==> src/design/block_signal_station_controller_defines.svh <==
// ----------------------------------------------------------------------------
// block signal station controller: assertion macros
// shared checking helpers, clocked on i_clk and disabled while in reset
// ----------------------------------------------------------------------------
`ifndef BLOCK_SIGNAL_STATION_CONTROLLER_DEFINES_SVH
`define BLOCK_SIGNAL_STATION_CONTROLLER_DEFINES_SVH

// same-cycle implication
`define BSC_ASSERT_NOW(lbl, ante, cons, msg) \
    lbl: assert property (@(posedge i_clk) disable iff (!i_rst_n) (ante) |-> (cons)) \
        else $error(msg);

// next-cycle implication
`define BSC_ASSERT_NEXT(lbl, ante, cons, msg) \
    lbl: assert property (@(posedge i_clk) disable iff (!i_rst_n) (ante) |=> (cons)) \
        else $error(msg);

`endif

==> src/design/bsc_pkg.sv <==
// ----------------------------------------------------------------------------
// bsc_pkg
// types, codes and constants shared by the block signal station controller
// ----------------------------------------------------------------------------
`default_nettype none

package bsc_pkg;

    // elapsed-second counter width
    localparam int TIMER_BITS = 8;
    localparam int CFG_BITS   = 8;
    localparam int CMP_W      = (TIMER_BITS > CFG_BITS) ? TIMER_BITS : CFG_BITS;
    localparam int MAX_RES    = 8;
    localparam int RES_IDX_W  = $clog2(MAX_RES);
    localparam int Q_DEPTH    = 2;

    typedef logic [TIMER_BITS-1:0] t_timer;
    typedef logic [CMP_W-1:0]      t_cmp;
    typedef logic [CFG_BITS-1:0]   t_cfg;

    // item kinds
    typedef enum logic [1:0] {
        FUNC_TICK    = 2'd0,
        FUNC_CENTRAL = 2'd1,
        FUNC_NEXT    = 2'd2,
        FUNC_LAST    = 2'd3
    } t_func;

    // actions
    typedef enum logic [2:0] {
        ACT_NONE    = 3'd0,
        ACT_LIGHT   = 3'd1,
        ACT_RESET   = 3'd2,
        ACT_CENTRAL = 3'd3,
        ACT_NEXT    = 3'd4,
        ACT_LAST    = 3'd5,
        ACT_ALARM   = 3'd6
    } t_action;

    // message codes
    localparam logic [3:0] MSG_CROSSED = 4'd1;
    localparam logic [3:0] MSG_RED     = 4'd2;
    localparam logic [3:0] MSG_GREEN   = 4'd3;
    localparam logic [3:0] MSG_HAVE    = 4'd4;
    localparam logic [3:0] MSG_NONE    = 4'd5;
    localparam logic [3:0] MSG_STOP    = 4'd6;
    localparam logic [3:0] MSG_START   = 4'd7;
    localparam logic [3:0] MSG_READY   = 4'd8;
    localparam logic [3:0] MSG_ALIVE   = 4'd9;
    localparam logic [3:0] MSG_LIVING  = 4'd10;

    // alarm codes
    localparam logic [3:0] AL_INVALID    = 4'd0;
    localparam logic [3:0] AL_UNEXPECTED = 4'd1;
    localparam logic [3:0] AL_RUNNING    = 4'd2;
    localparam logic [3:0] AL_CROSSING   = 4'd3;
    localparam logic [3:0] AL_PARTIAL    = 4'd4;
    localparam logic [3:0] AL_NOLEAVE    = 4'd5;
    localparam logic [3:0] AL_STARTUP    = 4'd6;

    // light levels
    localparam logic [3:0] LIGHT_GREEN = 4'd0;
    localparam logic [3:0] LIGHT_RED   = 4'd1;
    localparam logic [3:0] CODE_ZERO   = 4'd0;

    // register indexes
    localparam logic [1:0] REG_WHEEL_THRESHOLD = 2'd0;
    localparam logic [1:0] REG_STARTUP_TIMEOUT = 2'd1;
    localparam logic [1:0] REG_GREEN_TIMEOUT   = 2'd2;
    localparam logic [1:0] REG_PARTIAL_TIMEOUT = 2'd3;

    // register reset values
    localparam t_cfg WHEEL_THRESHOLD_RST = 8'd8;
    localparam t_cfg STARTUP_TIMEOUT_RST = 8'd15;
    localparam t_cfg GREEN_TIMEOUT_RST   = 8'd30;
    localparam t_cfg PARTIAL_TIMEOUT_RST = 8'd30;

    // one action of a run
    typedef struct packed {
        t_action    action;
        logic [3:0] code;
    } t_act;

    // a whole run of actions for one item
    typedef struct packed {
        t_act [MAX_RES-1:0]   acts;
        logic [RES_IDX_W-1:0] last_idx;
    } t_run;

    // front to queue
    typedef struct packed {
        logic valid;
        t_run run;
    } t_push;

    // queue head towards the back end
    typedef struct packed {
        logic valid;
        t_run run;
    } t_head;

    // queue status
    typedef struct packed {
        logic                       full;
        logic [$clog2(Q_DEPTH+1)-1:0] count;
    } t_qstat;

    function automatic t_act mk_act(input t_action act, input logic [3:0] code);
        t_act a;
        a.action = act;
        a.code   = code;
        return a;
    endfunction

    // saturating one-second step
    function automatic t_timer timer_inc(input t_timer t);
        return (t == '1) ? t : t + t_timer'(1);
    endfunction

endpackage

`default_nettype wire

==> src/design/bsc_if.sv <==
// ----------------------------------------------------------------------------
// bsc interfaces
// valid/ready channels for items, results and register writes
// ----------------------------------------------------------------------------
`default_nettype none

// input items
interface bsc_in_if import bsc_pkg::*; ();
    logic       valid;
    logic       ready;
    logic [1:0] func;
    logic [3:0] msg_type;
    logic [7:0] wheel_counts;
    logic       prox_present;

    modport source (output valid, output func, output msg_type, output wheel_counts,
                    output prox_present, input ready);
    modport sink   (input valid, input func, input msg_type, input wheel_counts,
                    input prox_present, output ready);
endinterface

// result items
interface bsc_out_if import bsc_pkg::*; ();
    logic       valid;
    logic       ready;
    logic [2:0] action;
    logic [3:0] code;
    logic       last;

    modport source (output valid, output action, output code, output last, input ready);
    modport sink   (input valid, input action, input code, input last, output ready);
endinterface

// register writes
interface bsc_cfg_if import bsc_pkg::*; ();
    logic       valid;
    logic       ready;
    logic [1:0] index;
    t_cfg       data;

    modport source (output valid, output index, output data, input ready);
    modport sink   (input valid, input index, input data, output ready);
endinterface

`default_nettype wire

==> src/design/bsc_front.sv <==
// ----------------------------------------------------------------------------
// bsc_front
// accepts items, updates controller state and builds the run of actions
// ----------------------------------------------------------------------------
`default_nettype none

module bsc_front import bsc_pkg::*; (
    input  wire logic i_clk,
    input  wire logic i_rst_n,
    bsc_in_if.sink    i_in,
    bsc_cfg_if.sink   i_cfg,
    input  wire logic i_q_full,
    output t_push     o_push
);

    // configuration registers
    t_cfg r_wheel_threshold, r_startup_timeout, r_green_timeout, r_partial_timeout;

    // controller state
    logic   r_halted, r_in_startup, r_got_next, r_got_last, r_got_central;
    logic   r_green_allowed, r_green_requested, r_light_green;
    logic   r_occ_ahead, r_occ_behind, r_counting;
    t_timer r_startup_sec, r_green_sec, r_count_sec;

    logic   n_halted, n_in_startup, n_got_next, n_got_last, n_got_central;
    logic   n_green_allowed, n_green_requested, n_light_green;
    logic   n_occ_ahead, n_occ_behind, n_counting;
    t_timer n_startup_sec, n_green_sec, n_count_sec;

    t_act [MAX_RES-1:0] list;
    logic [RES_IDX_W:0] cnt;
    logic [3:0]         msg;
    logic               accept;

    assign i_in.ready  = !i_q_full;
    assign i_cfg.ready = 1'b1;
    assign accept      = i_in.valid && !i_q_full;

    // register writes
    always_ff @(posedge i_clk) begin
        if (!i_rst_n) begin
            r_wheel_threshold <= WHEEL_THRESHOLD_RST;
            r_startup_timeout <= STARTUP_TIMEOUT_RST;
            r_green_timeout   <= GREEN_TIMEOUT_RST;
            r_partial_timeout <= PARTIAL_TIMEOUT_RST;
        end else if (i_cfg.valid) begin
            case (i_cfg.index)
                REG_WHEEL_THRESHOLD: r_wheel_threshold <= i_cfg.data;
                REG_STARTUP_TIMEOUT: r_startup_timeout <= i_cfg.data;
                REG_GREEN_TIMEOUT:   r_green_timeout   <= i_cfg.data;
                REG_PARTIAL_TIMEOUT: r_partial_timeout <= i_cfg.data;
                default: ;
            endcase
        end
    end

    // decision logic: next state and action run
    always_comb begin
        n_halted          = r_halted;
        n_in_startup      = r_in_startup;
        n_got_next        = r_got_next;
        n_got_last        = r_got_last;
        n_got_central     = r_got_central;
        n_green_allowed   = r_green_allowed;
        n_green_requested = r_green_requested;
        n_light_green     = r_light_green;
        n_occ_ahead       = r_occ_ahead;
        n_occ_behind      = r_occ_behind;
        n_counting        = r_counting;
        n_startup_sec     = r_startup_sec;
        n_green_sec       = r_green_sec;
        n_count_sec       = r_count_sec;
        list              = '0;
        cnt               = '0;
        msg               = i_in.prox_present ? MSG_HAVE : MSG_NONE;

        case (i_in.func)
            FUNC_TICK: begin
                n_startup_sec = timer_inc(r_startup_sec);
                n_green_sec   = timer_inc(r_green_sec);
                n_count_sec   = timer_inc(r_count_sec);
                if (r_in_startup) begin
                    // handshake ran out of time
                    if (t_cmp'(n_startup_sec) > t_cmp'(r_startup_timeout)) begin
                        list[cnt[RES_IDX_W-1:0]] = mk_act(ACT_ALARM, AL_STARTUP);
                        cnt = cnt + 1'b1;
                        n_in_startup      = 1'b0;
                        n_halted          = 1'b1;
                        n_got_next        = 1'b0;
                        n_got_last        = 1'b0;
                        n_got_central     = 1'b0;
                        n_green_requested = 1'b0;
                        n_green_allowed   = 1'b0;
                    end
                end else if (!r_halted) begin
                    if (i_in.wheel_counts != '0) begin
                        if (i_in.wheel_counts >= r_wheel_threshold) begin
                            // complete crossing
                            if (!r_occ_behind) begin
                                list[cnt[RES_IDX_W-1:0]] = mk_act(ACT_ALARM, AL_CROSSING);
                                cnt = cnt + 1'b1;
                            end
                            if (r_occ_ahead) begin
                                list[cnt[RES_IDX_W-1:0]] = mk_act(ACT_ALARM, AL_CROSSING);
                                cnt = cnt + 1'b1;
                            end
                            n_occ_ahead     = 1'b1;
                            n_occ_behind    = 1'b0;
                            n_green_allowed = 1'b0;
                            n_light_green   = 1'b0;
                            n_counting      = 1'b0;
                            list[cnt[RES_IDX_W-1:0]] = mk_act(ACT_LIGHT, LIGHT_RED);
                            cnt = cnt + 1'b1;
                            list[cnt[RES_IDX_W-1:0]] = mk_act(ACT_RESET, CODE_ZERO);
                            cnt = cnt + 1'b1;
                            list[cnt[RES_IDX_W-1:0]] = mk_act(ACT_NEXT, MSG_CROSSED);
                            cnt = cnt + 1'b1;
                            list[cnt[RES_IDX_W-1:0]] = mk_act(ACT_LAST, MSG_CROSSED);
                            cnt = cnt + 1'b1;
                            list[cnt[RES_IDX_W-1:0]] = mk_act(ACT_CENTRAL, MSG_CROSSED);
                            cnt = cnt + 1'b1;
                        end else if (r_counting &&
                                     t_cmp'(n_count_sec) > t_cmp'(r_partial_timeout)) begin
                            // partial count timed out
                            list[cnt[RES_IDX_W-1:0]] = mk_act(ACT_ALARM, AL_PARTIAL);
                            cnt = cnt + 1'b1;
                            n_counting = 1'b0;
                            list[cnt[RES_IDX_W-1:0]] = mk_act(ACT_RESET, CODE_ZERO);
                            cnt = cnt + 1'b1;
                        end else if (!r_counting) begin
                            n_count_sec = '0;
                            n_counting  = 1'b1;
                        end
                    end
                    // green held too long
                    if (n_light_green && t_cmp'(n_green_sec) > t_cmp'(r_green_timeout)) begin
                        list[cnt[RES_IDX_W-1:0]] = mk_act(ACT_ALARM, AL_NOLEAVE);
                        cnt = cnt + 1'b1;
                        list[cnt[RES_IDX_W-1:0]] = mk_act(ACT_LIGHT, LIGHT_RED);
                        cnt = cnt + 1'b1;
                        n_light_green = 1'b0;
                    end
                end
            end

            FUNC_CENTRAL: begin
                case (i_in.msg_type)
                    MSG_RED: begin
                        n_green_requested = 1'b0;
                        n_light_green     = 1'b0;
                        list[cnt[RES_IDX_W-1:0]] = mk_act(ACT_LIGHT, LIGHT_RED);
                        cnt = cnt + 1'b1;
                    end
                    MSG_GREEN: begin
                        n_green_requested = 1'b1;
                        if (r_green_allowed) begin
                            list[cnt[RES_IDX_W-1:0]] = mk_act(ACT_LIGHT, LIGHT_GREEN);
                            n_green_sec   = '0;
                            n_light_green = 1'b1;
                        end else begin
                            list[cnt[RES_IDX_W-1:0]] = mk_act(ACT_LIGHT, LIGHT_RED);
                            n_light_green = 1'b0;
                        end
                        cnt = cnt + 1'b1;
                    end
                    MSG_STOP: begin
                        n_halted          = 1'b1;
                        n_in_startup      = 1'b0;
                        n_green_requested = 1'b0;
                        n_green_allowed   = 1'b0;
                        n_occ_ahead       = 1'b0;
                        n_occ_behind      = 1'b0;
                        n_counting        = 1'b0;
                        n_got_next        = 1'b0;
                        n_got_last        = 1'b0;
                        n_got_central     = 1'b0;
                        n_light_green     = 1'b0;
                        list[cnt[RES_IDX_W-1:0]] = mk_act(ACT_RESET, CODE_ZERO);
                        cnt = cnt + 1'b1;
                        list[cnt[RES_IDX_W-1:0]] = mk_act(ACT_LIGHT, LIGHT_RED);
                        cnt = cnt + 1'b1;
                    end
                    MSG_ALIVE: begin
                        list[cnt[RES_IDX_W-1:0]] = mk_act(ACT_CENTRAL, MSG_LIVING);
                        cnt = cnt + 1'b1;
                    end
                    MSG_START: begin
                        if (!r_halted) begin
                            list[cnt[RES_IDX_W-1:0]] = mk_act(ACT_ALARM, AL_RUNNING);
                            cnt = cnt + 1'b1;
                        end
                        n_got_central = 1'b1;
                        n_occ_behind  = i_in.prox_present;
                        list[cnt[RES_IDX_W-1:0]] = mk_act(ACT_CENTRAL, msg);
                        cnt = cnt + 1'b1;
                        list[cnt[RES_IDX_W-1:0]] = mk_act(ACT_NEXT, msg);
                        cnt = cnt + 1'b1;
                        list[cnt[RES_IDX_W-1:0]] = mk_act(ACT_LAST, msg);
                        cnt = cnt + 1'b1;
                        // handshake step
                        if (!r_in_startup) begin
                            n_in_startup  = 1'b1;
                            n_startup_sec = '0;
                        end else if (n_got_next && n_got_last && n_got_central) begin
                            n_got_next    = 1'b0;
                            n_got_last    = 1'b0;
                            n_got_central = 1'b0;
                            n_in_startup  = 1'b0;
                            n_halted      = 1'b0;
                            list[cnt[RES_IDX_W-1:0]] = mk_act(ACT_RESET, CODE_ZERO);
                            cnt = cnt + 1'b1;
                            list[cnt[RES_IDX_W-1:0]] = mk_act(ACT_CENTRAL, MSG_READY);
                            cnt = cnt + 1'b1;
                        end
                    end
                    default: begin
                        list[cnt[RES_IDX_W-1:0]] = mk_act(ACT_ALARM, AL_INVALID);
                        cnt = cnt + 1'b1;
                    end
                endcase
            end

            FUNC_NEXT: begin
                if (i_in.msg_type == MSG_CROSSED) begin
                    if (!r_occ_ahead) begin
                        list[cnt[RES_IDX_W-1:0]] = mk_act(ACT_ALARM, AL_UNEXPECTED);
                        cnt = cnt + 1'b1;
                    end
                    n_occ_ahead = 1'b0;
                    if (r_occ_behind) n_green_allowed = 1'b1;
                end else if (i_in.msg_type == MSG_HAVE || i_in.msg_type == MSG_NONE) begin
                    if (!r_halted) begin
                        list[cnt[RES_IDX_W-1:0]] = mk_act(ACT_ALARM, AL_RUNNING);
                        cnt = cnt + 1'b1;
                    end else begin
                        n_got_next      = 1'b1;
                        n_occ_ahead     = (i_in.msg_type == MSG_HAVE);
                        n_occ_behind    = i_in.prox_present;
                        n_green_allowed = !n_occ_ahead && i_in.prox_present;
                        if (!r_in_startup) begin
                            n_in_startup  = 1'b1;
                            n_startup_sec = '0;
                        end else if (n_got_next && n_got_last && n_got_central) begin
                            n_got_next    = 1'b0;
                            n_got_last    = 1'b0;
                            n_got_central = 1'b0;
                            n_in_startup  = 1'b0;
                            n_halted      = 1'b0;
                            list[cnt[RES_IDX_W-1:0]] = mk_act(ACT_RESET, CODE_ZERO);
                            cnt = cnt + 1'b1;
                            list[cnt[RES_IDX_W-1:0]] = mk_act(ACT_CENTRAL, MSG_READY);
                            cnt = cnt + 1'b1;
                        end
                    end
                end else begin
                    list[cnt[RES_IDX_W-1:0]] = mk_act(ACT_ALARM, AL_INVALID);
                    cnt = cnt + 1'b1;
                end
            end

            FUNC_LAST: begin
                if (i_in.msg_type == MSG_CROSSED) begin
                    if (r_occ_behind) begin
                        list[cnt[RES_IDX_W-1:0]] = mk_act(ACT_ALARM, AL_UNEXPECTED);
                        cnt = cnt + 1'b1;
                    end
                    n_occ_behind = 1'b1;
                    if (!r_occ_ahead) n_green_allowed = 1'b1;
                end else if (i_in.msg_type == MSG_HAVE || i_in.msg_type == MSG_NONE) begin
                    if (!r_halted) begin
                        list[cnt[RES_IDX_W-1:0]] = mk_act(ACT_ALARM, AL_RUNNING);
                        cnt = cnt + 1'b1;
                    end else begin
                        n_got_last = 1'b1;
                        if (!r_in_startup) begin
                            n_in_startup  = 1'b1;
                            n_startup_sec = '0;
                        end else if (n_got_next && n_got_last && n_got_central) begin
                            n_got_next    = 1'b0;
                            n_got_last    = 1'b0;
                            n_got_central = 1'b0;
                            n_in_startup  = 1'b0;
                            n_halted      = 1'b0;
                            list[cnt[RES_IDX_W-1:0]] = mk_act(ACT_RESET, CODE_ZERO);
                            cnt = cnt + 1'b1;
                            list[cnt[RES_IDX_W-1:0]] = mk_act(ACT_CENTRAL, MSG_READY);
                            cnt = cnt + 1'b1;
                        end
                    end
                end else begin
                    list[cnt[RES_IDX_W-1:0]] = mk_act(ACT_ALARM, AL_INVALID);
                    cnt = cnt + 1'b1;
                end
            end

            default: ;
        endcase

        // an empty run carries a single none action
        if (cnt == '0) begin
            list[0] = mk_act(ACT_NONE, CODE_ZERO);
            cnt     = cnt + 1'b1;
        end
    end

    // push the run into the queue
    always_comb begin
        o_push.valid        = accept;
        o_push.run.acts     = list;
        o_push.run.last_idx = RES_IDX_W'(cnt - 1'b1);
    end

    // state update on each accepted transaction
    always_ff @(posedge i_clk) begin
        if (!i_rst_n) begin
            r_halted          <= 1'b1;
            r_in_startup      <= 1'b0;
            r_got_next        <= 1'b0;
            r_got_last        <= 1'b0;
            r_got_central     <= 1'b0;
            r_green_allowed   <= 1'b0;
            r_green_requested <= 1'b0;
            r_light_green     <= 1'b0;
            r_occ_ahead       <= 1'b0;
            r_occ_behind      <= 1'b0;
            r_counting        <= 1'b0;
            r_startup_sec     <= '0;
            r_green_sec       <= '0;
            r_count_sec       <= '0;
        end else if (accept) begin
            r_halted          <= n_halted;
            r_in_startup      <= n_in_startup;
            r_got_next        <= n_got_next;
            r_got_last        <= n_got_last;
            r_got_central     <= n_got_central;
            r_green_allowed   <= n_green_allowed;
            r_green_requested <= n_green_requested;
            r_light_green     <= n_light_green;
            r_occ_ahead       <= n_occ_ahead;
            r_occ_behind      <= n_occ_behind;
            r_counting        <= n_counting;
            r_startup_sec     <= n_startup_sec;
            r_green_sec       <= n_green_sec;
            r_count_sec       <= n_count_sec;
        end
    end

endmodule

`default_nettype wire

==> src/design/bsc_queue.sv <==
// ----------------------------------------------------------------------------
// bsc_queue
// short fifo of action runs between the front and back ends
// ----------------------------------------------------------------------------
`default_nettype none

module bsc_queue import bsc_pkg::*; (
    input  wire logic i_clk,
    input  wire logic i_rst_n,
    input  t_push     i_push,
    input  wire logic i_pop,
    output t_head     o_head,
    output t_qstat    o_stat
);

    localparam int PTR_W = (Q_DEPTH > 1) ? $clog2(Q_DEPTH) : 1;
    localparam int CNT_W = $clog2(Q_DEPTH+1);

    t_run             r_mem [Q_DEPTH];
    logic [PTR_W-1:0] r_wptr, r_rptr;
    logic [CNT_W-1:0] r_count;
    logic             do_push, do_pop;

    assign o_stat.full  = (r_count == CNT_W'(Q_DEPTH));
    assign o_stat.count = r_count;
    assign o_head.valid = (r_count != '0);
    assign o_head.run   = r_mem[r_rptr];
    assign do_push      = i_push.valid && !o_stat.full;
    assign do_pop       = i_pop && o_head.valid;

    // storage
    always_ff @(posedge i_clk) begin
        if (do_push) r_mem[r_wptr] <= i_push.run;
    end

    // pointers and fill level
    always_ff @(posedge i_clk) begin
        if (!i_rst_n) begin
            r_wptr  <= '0;
            r_rptr  <= '0;
            r_count <= '0;
        end else begin
            if (do_push)
                r_wptr <= (r_wptr == PTR_W'(Q_DEPTH-1)) ? '0 : r_wptr + 1'b1;
            if (do_pop)
                r_rptr <= (r_rptr == PTR_W'(Q_DEPTH-1)) ? '0 : r_rptr + 1'b1;
            case ({do_push, do_pop})
                2'b10:   r_count <= r_count + 1'b1;
                2'b01:   r_count <= r_count - 1'b1;
                default: r_count <= r_count;
            endcase
        end
    end

endmodule

`default_nettype wire

==> src/design/bsc_back.sv <==
// ----------------------------------------------------------------------------
// bsc_back
// walks the head run one action per cycle into the output register while taken
// ----------------------------------------------------------------------------
`default_nettype none

module bsc_back import bsc_pkg::*; (
    input  wire logic i_clk,
    input  wire logic i_rst_n,
    input  t_head     i_head,
    output logic      o_pop,
    bsc_out_if.source o_out
);

    logic                 r_valid, r_last;
    t_act                 r_act;
    logic [RES_IDX_W-1:0] r_idx;
    logic                 load, at_end;

    assign load   = !r_valid || o_out.ready;
    assign at_end = (r_idx == i_head.run.last_idx);
    assign o_pop  = load && i_head.valid && at_end;

    assign o_out.valid  = r_valid;
    assign o_out.action = r_act.action;
    assign o_out.code   = r_act.code;
    assign o_out.last   = r_last;

    // output register, reloaded when empty or taken
    always_ff @(posedge i_clk) begin
        if (!i_rst_n) begin
            r_valid <= 1'b0;
            r_idx   <= '0;
        end else if (load) begin
            r_valid <= i_head.valid;
            if (i_head.valid) r_idx <= at_end ? '0 : r_idx + 1'b1;
        end
    end

    // payload
    always_ff @(posedge i_clk) begin
        if (load && i_head.valid) begin
            r_act  <= i_head.run.acts[r_idx];
            r_last <= at_end;
        end
    end

endmodule

`default_nettype wire

==> src/design/block_signal_station_controller.sv <==
// ----------------------------------------------------------------------------
// block_signal_station_controller
// railway block signal controller for one station
// ----------------------------------------------------------------------------
// Each accepted item (tick or message) yields a run of one to seven actions
// on the output channel, one action per clock while the output is taken, the
// final one flagged by last; this rate is set by the output serialiser. The
// front end decides the whole run in the cycle an item is accepted and can
// take a new item every cycle while the two-entry run queue has room; when
// the queue is empty, the run of a taken item is written into the queue and
// then loaded into the output register, which presents its first action.
// Register writes are taken at once.
`default_nettype none
`include "block_signal_station_controller_defines.svh"

module block_signal_station_controller import bsc_pkg::*; (
    input  wire logic i_clk,
    input  wire logic i_rst_n,
    bsc_in_if.sink    i_in,
    bsc_cfg_if.sink   i_cfg,
    bsc_out_if.source o_out
);

    t_push  push;
    t_head  head;
    t_qstat q_stat;
    logic   pop;

    // decision front end
    bsc_front u_front (
        .i_clk    (i_clk),
        .i_rst_n  (i_rst_n),
        .i_in     (i_in),
        .i_cfg    (i_cfg),
        .i_q_full (q_stat.full),
        .o_push   (push)
    );

    // run queue
    bsc_queue u_queue (
        .i_clk   (i_clk),
        .i_rst_n (i_rst_n),
        .i_push  (push),
        .i_pop   (pop),
        .o_head  (head),
        .o_stat  (q_stat)
    );

    // action serialiser
    bsc_back u_back (
        .i_clk   (i_clk),
        .i_rst_n (i_rst_n),
        .i_head  (head),
        .o_pop   (pop),
        .o_out   (o_out)
    );

    // checks
    `BSC_ASSERT_NOW(a_full_blocks_input, q_stat.full, !i_in.ready, "input ready while queue full")
    `BSC_ASSERT_NOW(a_none_alone, o_out.valid && o_out.action == ACT_NONE, o_out.last, "stray none")
    `BSC_ASSERT_NEXT(a_queue_drains, q_stat.count != '0 && !o_out.valid, o_out.valid, "run stuck")
    `BSC_ASSERT_NEXT(a_accept_fills, i_in.valid && i_in.ready, q_stat.count != '0, "not queued")

endmodule

`default_nettype wire
==> src/flat_wrapper.sv <==
// flat-port wrapper written by rule: the top's interface ports become plain ports
module block_signal_station_controller_flat import bsc_pkg::*;
  (i_clk, i_rst_n, i_in_valid, i_in_func, i_in_msg_type, i_in_wheel_counts, i_in_prox_present, i_in_ready, i_cfg_valid, i_cfg_index, i_cfg_data, i_cfg_ready, o_out_valid, o_out_action, o_out_code, o_out_last, o_out_ready);
  bsc_in_if i_in_i ();
  bsc_cfg_if i_cfg_i ();
  bsc_out_if o_out_i ();
  input  wire logic i_clk;
  input  wire logic i_rst_n;
  input wire logic [$bits(i_in_i.valid)-1:0] i_in_valid;
  input wire logic [$bits(i_in_i.func)-1:0] i_in_func;
  input wire logic [$bits(i_in_i.msg_type)-1:0] i_in_msg_type;
  input wire logic [$bits(i_in_i.wheel_counts)-1:0] i_in_wheel_counts;
  input wire logic [$bits(i_in_i.prox_present)-1:0] i_in_prox_present;
  output wire logic [$bits(i_in_i.ready)-1:0] i_in_ready;
  input wire logic [$bits(i_cfg_i.valid)-1:0] i_cfg_valid;
  input wire logic [$bits(i_cfg_i.index)-1:0] i_cfg_index;
  input wire logic [$bits(i_cfg_i.data)-1:0] i_cfg_data;
  output wire logic [$bits(i_cfg_i.ready)-1:0] i_cfg_ready;
  output wire logic [$bits(o_out_i.valid)-1:0] o_out_valid;
  output wire logic [$bits(o_out_i.action)-1:0] o_out_action;
  output wire logic [$bits(o_out_i.code)-1:0] o_out_code;
  output wire logic [$bits(o_out_i.last)-1:0] o_out_last;
  input wire logic [$bits(o_out_i.ready)-1:0] o_out_ready;
  assign i_in_i.valid = i_in_valid;
  assign i_in_i.func = i_in_func;
  assign i_in_i.msg_type = i_in_msg_type;
  assign i_in_i.wheel_counts = i_in_wheel_counts;
  assign i_in_i.prox_present = i_in_prox_present;
  assign i_in_ready = i_in_i.ready;
  assign i_cfg_i.valid = i_cfg_valid;
  assign i_cfg_i.index = i_cfg_index;
  assign i_cfg_i.data = i_cfg_data;
  assign i_cfg_ready = i_cfg_i.ready;
  assign o_out_valid = o_out_i.valid;
  assign o_out_action = o_out_i.action;
  assign o_out_code = o_out_i.code;
  assign o_out_last = o_out_i.last;
  assign o_out_i.ready = o_out_ready;
  block_signal_station_controller u_core (.i_clk(i_clk), .i_rst_n(i_rst_n), .i_in(i_in_i), .i_cfg(i_cfg_i), .o_out(o_out_i));
endmodule
==> config.mk <==
export PLATFORM = sky130hd
export DESIGN_NAME = block_signal_station_controller_flat
export DESIGN_NICKNAME = d
export VERILOG_FILES = /design/src/design/bsc_pkg.sv /design/src/design/bsc_if.sv /design/src/design/bsc_front.sv /design/src/design/bsc_queue.sv /design/src/design/bsc_back.sv /design/src/design/block_signal_station_controller.sv /design/src/flat_wrapper.sv
export VERILOG_INCLUDE_DIRS = /design/src /design/src/design
export SDC_FILE = /design/constraint.sdc
export NUM_CORES = 1
export LEC_CHECK = 0
export BUFFER_PORTS_ARGS = -buffer_cell sky130_fd_sc_hd__buf_2
export CAP_MARGIN = 20
export CORE_ASPECT_RATIO = 0.8
export CORE_MARGIN = 2
export CORE_UTILIZATION = 35
export DETAILED_ROUTE_END_ITERATION = 7
export SKIP_LAST_GASP = 1
export SYNTH_ARGS = -nofsm -noshare
export SYNTH_HDL_FRONTEND = slang
export SYNTH_SLANG_ARGS = --single-unit
==> constraint.sdc <==
create_clock -name i_clk -period 7.69 [get_ports i_clk]
set_input_delay 0 -clock i_clk [delete_from_list [all_inputs] [get_ports i_clk]]
set_output_delay 0 -clock i_clk [all_outputs]
set_load 0.005 [all_outputs]
==> metrics.txt, run 1 <==
fraction of layout instances using a drive strength above 1 0.149; Leak Pwr around 4.1 nW; Clock Latency Late Sink 0.44 ns; final instance area approximately 11000 sq um; CP Capture Type flip-flop; 1st-iter DRT viols 618; Ant. Diodes 0; Hold EP u_core.u_front.r_startup_timeout[0]; post-synthesis xor/xnor area fraction 0.0217; commonest non-fill, non-tap cells in the layout edfxtp_1 (106), nand2_1 (97), nor2_1 (89), dfxtp_1 (74), a21oi_1 (64); cells along the critical path nand3_1 -> nor2_1 -> nand4_1 -> nand4_1 -> xnor2_1 -> ha_1 -> a21oi_1 -> o21ai_0 -> o311a_1 -> a22o_2 -> ha_1 -> or4_4 -> a2bb2oi_4 -> inv_1 -> ha_1 -> nand2_1 -> nor3_1 -> and2_0 -> a31o_1 -> xor2_1 -> ha_1 -> or3_1 -> o211a_1; GPL Wtd Cong about 0.87; Fmax achieved approximately 0.17 GHz; Post-Syn Area ~9700 sq um; clock buffer count from CTS 17; TNS Setup 0 ns; Buffers & Inverters on Critical Path 1; antenna viol nets, final 0; Comb pwr share 0.204; hold path depth 4; sequential power share 0.464; type of the most critical hold path in -> reg; RR Startpoint u_core.u_front.r_count_sec[3]; distinct cell type count of the synthesized netlist 85; Util after Layout 0.404; register area approximately 4700 sq um; commonest non-fill, non-tap cell in the layout edfxtp_1; die width 190 um; Yosys reg bits between 150 and 200; Fillers 2633; WP data required about 7.9 ns; grt met3 use 0.0334; drt via density about 5.3; multiplexer area fraction after synthesis 0.0833; first-pass GRT wire length ~37000 um; YS warnings 0; Clock Skew between 0.01 and 0.015 ns; row count between 50 and 60; Mean Syn Cell Area 10.5 sq um; chip height about 150 um; grt met2 use 0.243; Net Sw Power around 0.77 mW; routed len/inst between 15 and 20 um; CP max-delay cell or4_4; root buffer cell clkbuf_16; CP peak stage delay slightly below 0.6 ns; RSZ-0062 raised after global routing false; H-tree depth 4; outcome complete, no violations; Adder-Cell Fraction of Synth Area 0.0659; Cells after Synth 920; FF-to-FF path depth 23; Int Power 1.87 mW; I/O Pins between 40 and 50; fin crit share 0.780; Sw Share 0.291; cell family with most CP delay simple AND/OR/NAND/NOR gates; Max-Cap Viols 0; top_reg_cell synth edfxtp_1; Nets approximately 1100; CP Max Fanout 9; Worst EP arrival ~6.2 ns; post-cts resize count 0; Slew Viols, Final 0; Residual DRC 0; Setup crit start kind flip-flop; clock share of power 0.333; number of global-route vias before repair between 6000 and 7000; area grow syn2layout 13.4%; Power Total about 2.6 mW; pwr/cell area between 200 and 250 nW/um^2; gr usage total 0.164; Post-CTS Setup Bufs 0; main combinational cell family by area after synthesis simple AND/OR/NAND/NOR gates; CTS tree done; final setup fails 0; Worst Setup Path Type reg -> reg; largest net degree at the start of global routing 50; CTS hold repair buffers 13; Post-synth EDFFs between 100 and 150; Compound-Gate Fraction of Synth Area 0.146; 1st-pass router iterations 5; simple-gate share of the synthesized area 0.157; via count between 7000 and 8000; r2r endpoint u_core.u_queue.r_mem[0][2]; Die ar. slightly below 30000 sq um; DP HPWL around 17000 um; Async SR Flop Fraction 0; initial core utilization 0.356; Slew @ Worst Pin 0.841 ns; initial antenna violation count 0; clock slew at reported path FFs approximately 0.070 ns; grt total ovfl 0; CP dominant cell by count ha_1; Final Hold Fails 0; clock sink count roughly 180; dpl cell area about 10000 sq um; IR drop worst, VDD ~130 uV; Multi-input gate area about 4600 sq um; core area roughly 27000 sq um; hold path start i_cfg_index[1]; met1 GRT Util 0.245; register area share after synthesis 0.484; Slew headroom 0.437; GR peak layer met1; maximum clock path buffer count 2; port buffer count 39; r2r setup slk around 1.7 ns; post-detailed-routing wire length around 23000 um; WHS approximately 0.01 ns; Tmin final between 5 and 6 ns
## per-stage QoR
step	setup WS, ns	std cells
after floorplan	2.31	929
after global placement	1.97	1301
after detailed placement	1.77	1301
after CTS	1.72	1346
after global routing	1.30	1346
final	1.69	1346
## Yosys cell counts (5+ instances only)
master    number  area share
nand4_1       18       0.012
a22oi_1       20       0.016
nand2b_1       7      0.0045
inv_1         60       0.023
clkbuf_1      25      0.0097
a21oi_1       64       0.033
mux2i_1       12       0.012
xnor2_1       19       0.017
xor2_1         5      0.0045
nor2_1        90       0.035
o21a_1         6      0.0047
o22ai_1        5      0.0032
nand3_1       21       0.011
edfxtp_1     106        0.33
nor2b_1       11      0.0071
ha_1          51       0.066
o211ai_1      16       0.012
dfxtp_1       75        0.16
mux2_2         5      0.0058
and2_1         6      0.0039
and3_1         6      0.0039
nand2_1       97       0.038
a31oi_1       10      0.0065
o21ai_1        6      0.0031
o21ai_0       30       0.016
nor3_1        14      0.0072
mux4_2        28       0.065
o31ai_1        6      0.0047
or3_1          6      0.0039
buf_2          8      0.0041
## final cells by class
type,instances,area share
clock inverters,14,0.0143
flip-flops and latches,181,0.426
multi-input cells,648,0.422
repair buffers,61,0.0358
well taps,364,0.0414
clock buffers,18,0.0391
inverters,60,0.0205
## routing by layer
layer	routed length, um	part of all wire	up-vias
met4	301	0.013	0
met5	0	0	-
met1	11400	0.49	3467
li1	-	-	3485
met2	10500	0.45	177
met3	1190	0.051	24
## worst min-delay path, cell delays in order
cell	delay, ns
buf_2	0.12
or2_2	0.17
nand2_1	0.06
nand3_1	0.07
## worst max-delay path by stage
| stage | startpoint | end | slack (ns) | cells past startpoint |
|---|---|---|---|---|
| 3_5_place_dp | u_core.u_front.r_count_sec[3] | u_core.u_queue.r_mem[1][2] | 1.77 | 23 |
| 2_1_floorplan | u_core.u_front.r_count_sec[3] | u_core.u_queue.r_mem[0][2] | 2.31 | 25 |
| 3_3_place_gp | u_core.u_front.r_count_sec[3] | u_core.u_queue.r_mem[0][2] | 1.97 | 23 |
| 4_1_cts | u_core.u_front.r_count_sec[3] | u_core.u_queue.r_mem[0][2] | 1.72 | 23 |
| 5_1_grt | u_core.u_front.r_count_sec[3] | u_core.u_queue.r_mem[0][2] | 1.30 | 23 |
| 6_report | u_core.u_front.r_count_sec[3] | u_core.u_queue.r_mem[0][2] | 1.69 | 23 |
## power by group through the flow
stage	clock (mW)	sequential, mW	combinational (mW)
floorplan	0	1.23	0.383
finish	0.878	1.22	0.537
global route	0.938	1.24	0.592
CTS	0.895	1.23	0.543
detailed placement	0	1.25	0.536
global placement	0	1.24	0.533
## flip-flops by register name, summed over array words and instances (netlist names), 2 cells and up, named ones only
| signal | count |
|---|---|
| u_core.u_queue.r_mem | 98 |
| u_core.u_front.r_count_sec | 8 |
| u_core.u_front.r_green_sec | 8 |
| u_core.u_front.r_green_timeout | 8 |
| u_core.u_front.r_partial_timeout | 8 |
| u_core.u_front.r_startup_sec | 8 |
| u_core.u_front.r_startup_timeout | 8 |
| u_core.u_front.r_wheel_threshold | 8 |
| u_core.u_back.o_out.code | 4 |
| u_core.u_back.o_out.action | 3 |
| u_core.u_back.r_idx | 3 |
| u_core.u_queue.r_count | 2 |
## cell families after synthesis
kind of cell / count (synthesis)
adders and majority gates: 51
other: 2
and+or+nand+nor: 309
DFF: 181
muxes: 45
AOI/OAI and AO/OA: 208
xor gates and xnor gates: 24
buffers and inverters: 100
(Power assumes the default switching activity.)
==> inputs of run 2 (changes only) <==
--- a/config.mk
+++ b/config.mk
@@ -6,6 +6,7 @@
 export SDC_FILE = /design/constraint.sdc
 export NUM_CORES = 1
 export LEC_CHECK = 0
+export ABC_AREA = 1
 export BUFFER_PORTS_ARGS = -buffer_cell sky130_fd_sc_hd__buf_2
 export CAP_MARGIN = 20
 export CORE_ASPECT_RATIO = 0.8
==> constraint.sdc (replaced) <==
create_clock -name i_clk -period 5.2 [get_ports i_clk]
set_input_delay 0 -clock i_clk [delete_from_list [all_inputs] [get_ports i_clk]]
set_output_delay 0 -clock i_clk [all_outputs]
set_load 0.005 [all_outputs]
==> run 2 against run 1 <==
Net effect: clock-buffer cell count is the same; maximum frequency increased by 31%; combinational power is 44% higher.
==> metrics.txt, run 2 <==
outcome complete, no violations; TNS Setup 0 ns; post-detailed-routing wire length 23700 um; clock sink count between 150 and 200; pwr/cell area ~350 nW/um^2; WP data required ~5.4 ns; routed len/inst 15.1 um; Fillers between 2000 and 3000; Max-Cap Viols 0; Slew Viols, Final 0; Largest Register u_core.u_queue.r_mem; Worst Setup Path Type reg -> reg; GPL Wtd Cong 0.928; r2r setup slk 0.64 ns; Multi-input gate area 4290 sq um; fin crit share 0.877; r2r endpoint u_core.u_queue.r_mem[0][2]; top_reg_cell synth edfxtp_1; initial antenna violation count 0; RR Startpoint u_core.u_front.r_count_sec[0]; Tmin final about 4.6 ns; Mean Syn Cell Area 8.45 sq um; core area roughly 27000 sq um; Residual DRC 0; Post-Syn Area 9590 sq um; final setup fails 0; clock buffer count from CTS 17; row count 54; FF-to-FF path depth 34; Cells after Synth 1135; 1st-pass router iterations 8; Buffers & Inverters on Critical Path 7; hold path depth 3; Setup crit start kind flip-flop; drt via density 4.90; WHS 0.0446 ns; grt total ovfl 0; Setup crit end u_core.u_queue.r_mem[0][2]; most instantiated cells after synthesis nand2_1 (224), inv_1 (136), nor2_1 (118), edfxtp_1 (106), o21ai_0 (91); CTS tree done; gr usage total 0.170; fraction of layout instances using a drive strength above 1 0.111; Post-CTS Setup Bufs 0; register area share after synthesis 0.488; Post-synth EDFFs 106; register area ~4700 sq um; DP HPWL about 17000 um; Clock Latency Late Sink around 0.44 ns; clock slew at reported path FFs approximately 0.07 ns; commonest non-fill, non-tap cells in the layout nand2_1 (224), inv_1 (136), nor2_1 (116), edfxtp_1 (106), o21ai_0 (90); dominant cells by area after synthesis edfxtp_1 (33%), dfxtp_1 (16%), nand2_1 (8.8%); number of global-route vias before repair approximately 7300; IR drop worst, VDD ~210 uV; antenna viol nets, final 0; largest net degree at the start of global routing 51; chip height 152 um; YS warnings 0; via count between 7000 and 8000; distinct cell type count of the synthesized netlist 54; most used standard cell by instance count after synthesis nand2_1; maximum clock path buffer count 2; Yosys reg bits approximately 180; max reg flops between 90 and 100; CP Capture Type flip-flop; area grow syn2layout 14.5%; Ant. Diodes 0; Worst EP arrival ~4.8 ns; Fmax achieved about 0.22 GHz; 1st-iter DRT viols around 630; CP dominant cell by count nand2_1; Nets about 1300; I/O Pins 41; cell family with most CP delay simple AND/OR/NAND/NOR gates; first-pass GRT wire length ~39000 um; port buffer count 39; H-tree depth 4; Slew @ Worst Pin roughly 0.83 ns; area leader, netlist edfxtp_1; Clock Skew 0.0159 ns; Worst setup startpoint u_core.u_front.r_count_sec[0]; root buffer cell clkbuf_16; RSZ-0062 raised after global routing false; die width ~190 um; type of the most critical hold path in -> reg; commonest non-fill, non-tap cell in the layout nand2_1; CP max-delay cell dfxtp_1; initial core utilization 0.354; WP depth 34; CP peak stage delay 0.39 ns; Die ar. around 29000 sq um; CP Max Fanout 4; Leak Pwr about 4.6 nW; Slew headroom 0.443; Final Hold Fails 0; Yosys top cell area share 0.332; Async SR Flop Fraction 0
run 2: cell types whose count changed in the layout (fill, tap and decap cells not counted), moves of 24 or more:
cell,previous run,this run
nor2_1,89,116
nand2_1,97,224
mux4_2,28,0
nand3_1,21,45
inv_1,59,136
o21ai_0,30,90
run 2: area by class of cell:
cell class                      instances  share of cell area
Clock inverter                         14              0.0139
Sequential cell                       181               0.426
Clock buffer                           18              0.0391
Timing Repair Buffer                   60              0.0371
Multi-Input combinational cell        784               0.390
Tap cell                              364              0.0415
Inverter                              151              0.0517
run 2: power by group:
group | leakage (nW) | internal [mW] | switching, mW
clock | 0.285 | 0.684 | 0.608
sequential | 1.64 | 1.68 | 0.0493
combinational | 2.69 | 0.246 | 0.529
total | 4.61 | 2.61 | 1.19
run 2: cell families after synthesis:
| kind of cell | share of synthesized area |
|---|---|
| simple gates | 0.216 |
| xor+xnor | 0.0137 |
| compound gates | 0.141 |
| buf+inv | 0.0709 |
| other cells | 0.000783 |
| flops | 0.488 |
| mux | 0.00222 |
| fa+ha+maj | 0.0665 |
run 2: stage by stage:
stage,util,cell area (sq um),std cells,power (mW),worst slack (ns)
floorplan,-,9630,1144,2.28,1.13
global placement,0.377,10200,1525,2.53,0.741
detailed placement,0.378,10300,1526,2.54,0.542
CTS,0.405,11000,1572,3.83,0.520
global route,0.405,11000,1572,4.01,0.0222
finish,0.405,11000,1572,3.80,0.638
run 2: metal layers:
layer	GRT usage	up-vias	wire (um)
met5	0	-	0
met4	0.0439	0	244
met3	0.0291	19	1400
met2	0.254	182	10300
met1	0.253	3549	11800
li1	-	3950	-
run 2: how the worst min path moves through the flow:
stage                   from                                   to  slack (ns)
2_1_floorplan  i_cfg_data[0]  u_core.u_front.r_startup_timeout[0]        0.13
3_3_place_gp   i_cfg_data[1]    u_core.u_front.r_green_timeout[1]        0.29
3_5_place_dp   i_cfg_data[3]  u_core.u_front.r_startup_timeout[3]        0.29
4_1_cts         i_in_func[1]          u_core.u_front.r_occ_behind        0.03
5_1_grt         i_in_func[1]          u_core.u_front.r_occ_behind        0.06
6_report        i_in_func[1]          u_core.u_front.r_occ_behind        0.04
run 2: worst reg2reg max path, delay by kind of cell (launching register included):
kind | cells | cell delay [ns]
compound gates | 1 | 0.19
flops | 1 | 0.39
fa+ha+maj | 4 | 0.96
simple gates | 21 | 2.20
buf+inv | 7 | 0.44
xor+xnor | 1 | 0.14
run 2: timing repair:
action / CTS / global route
endpoints found under the setup margin: 0 / 4
hold buffers: 14 / 0
gates resized for setup: 0 / 3
endpoints found under the hold margin: 33 / 0
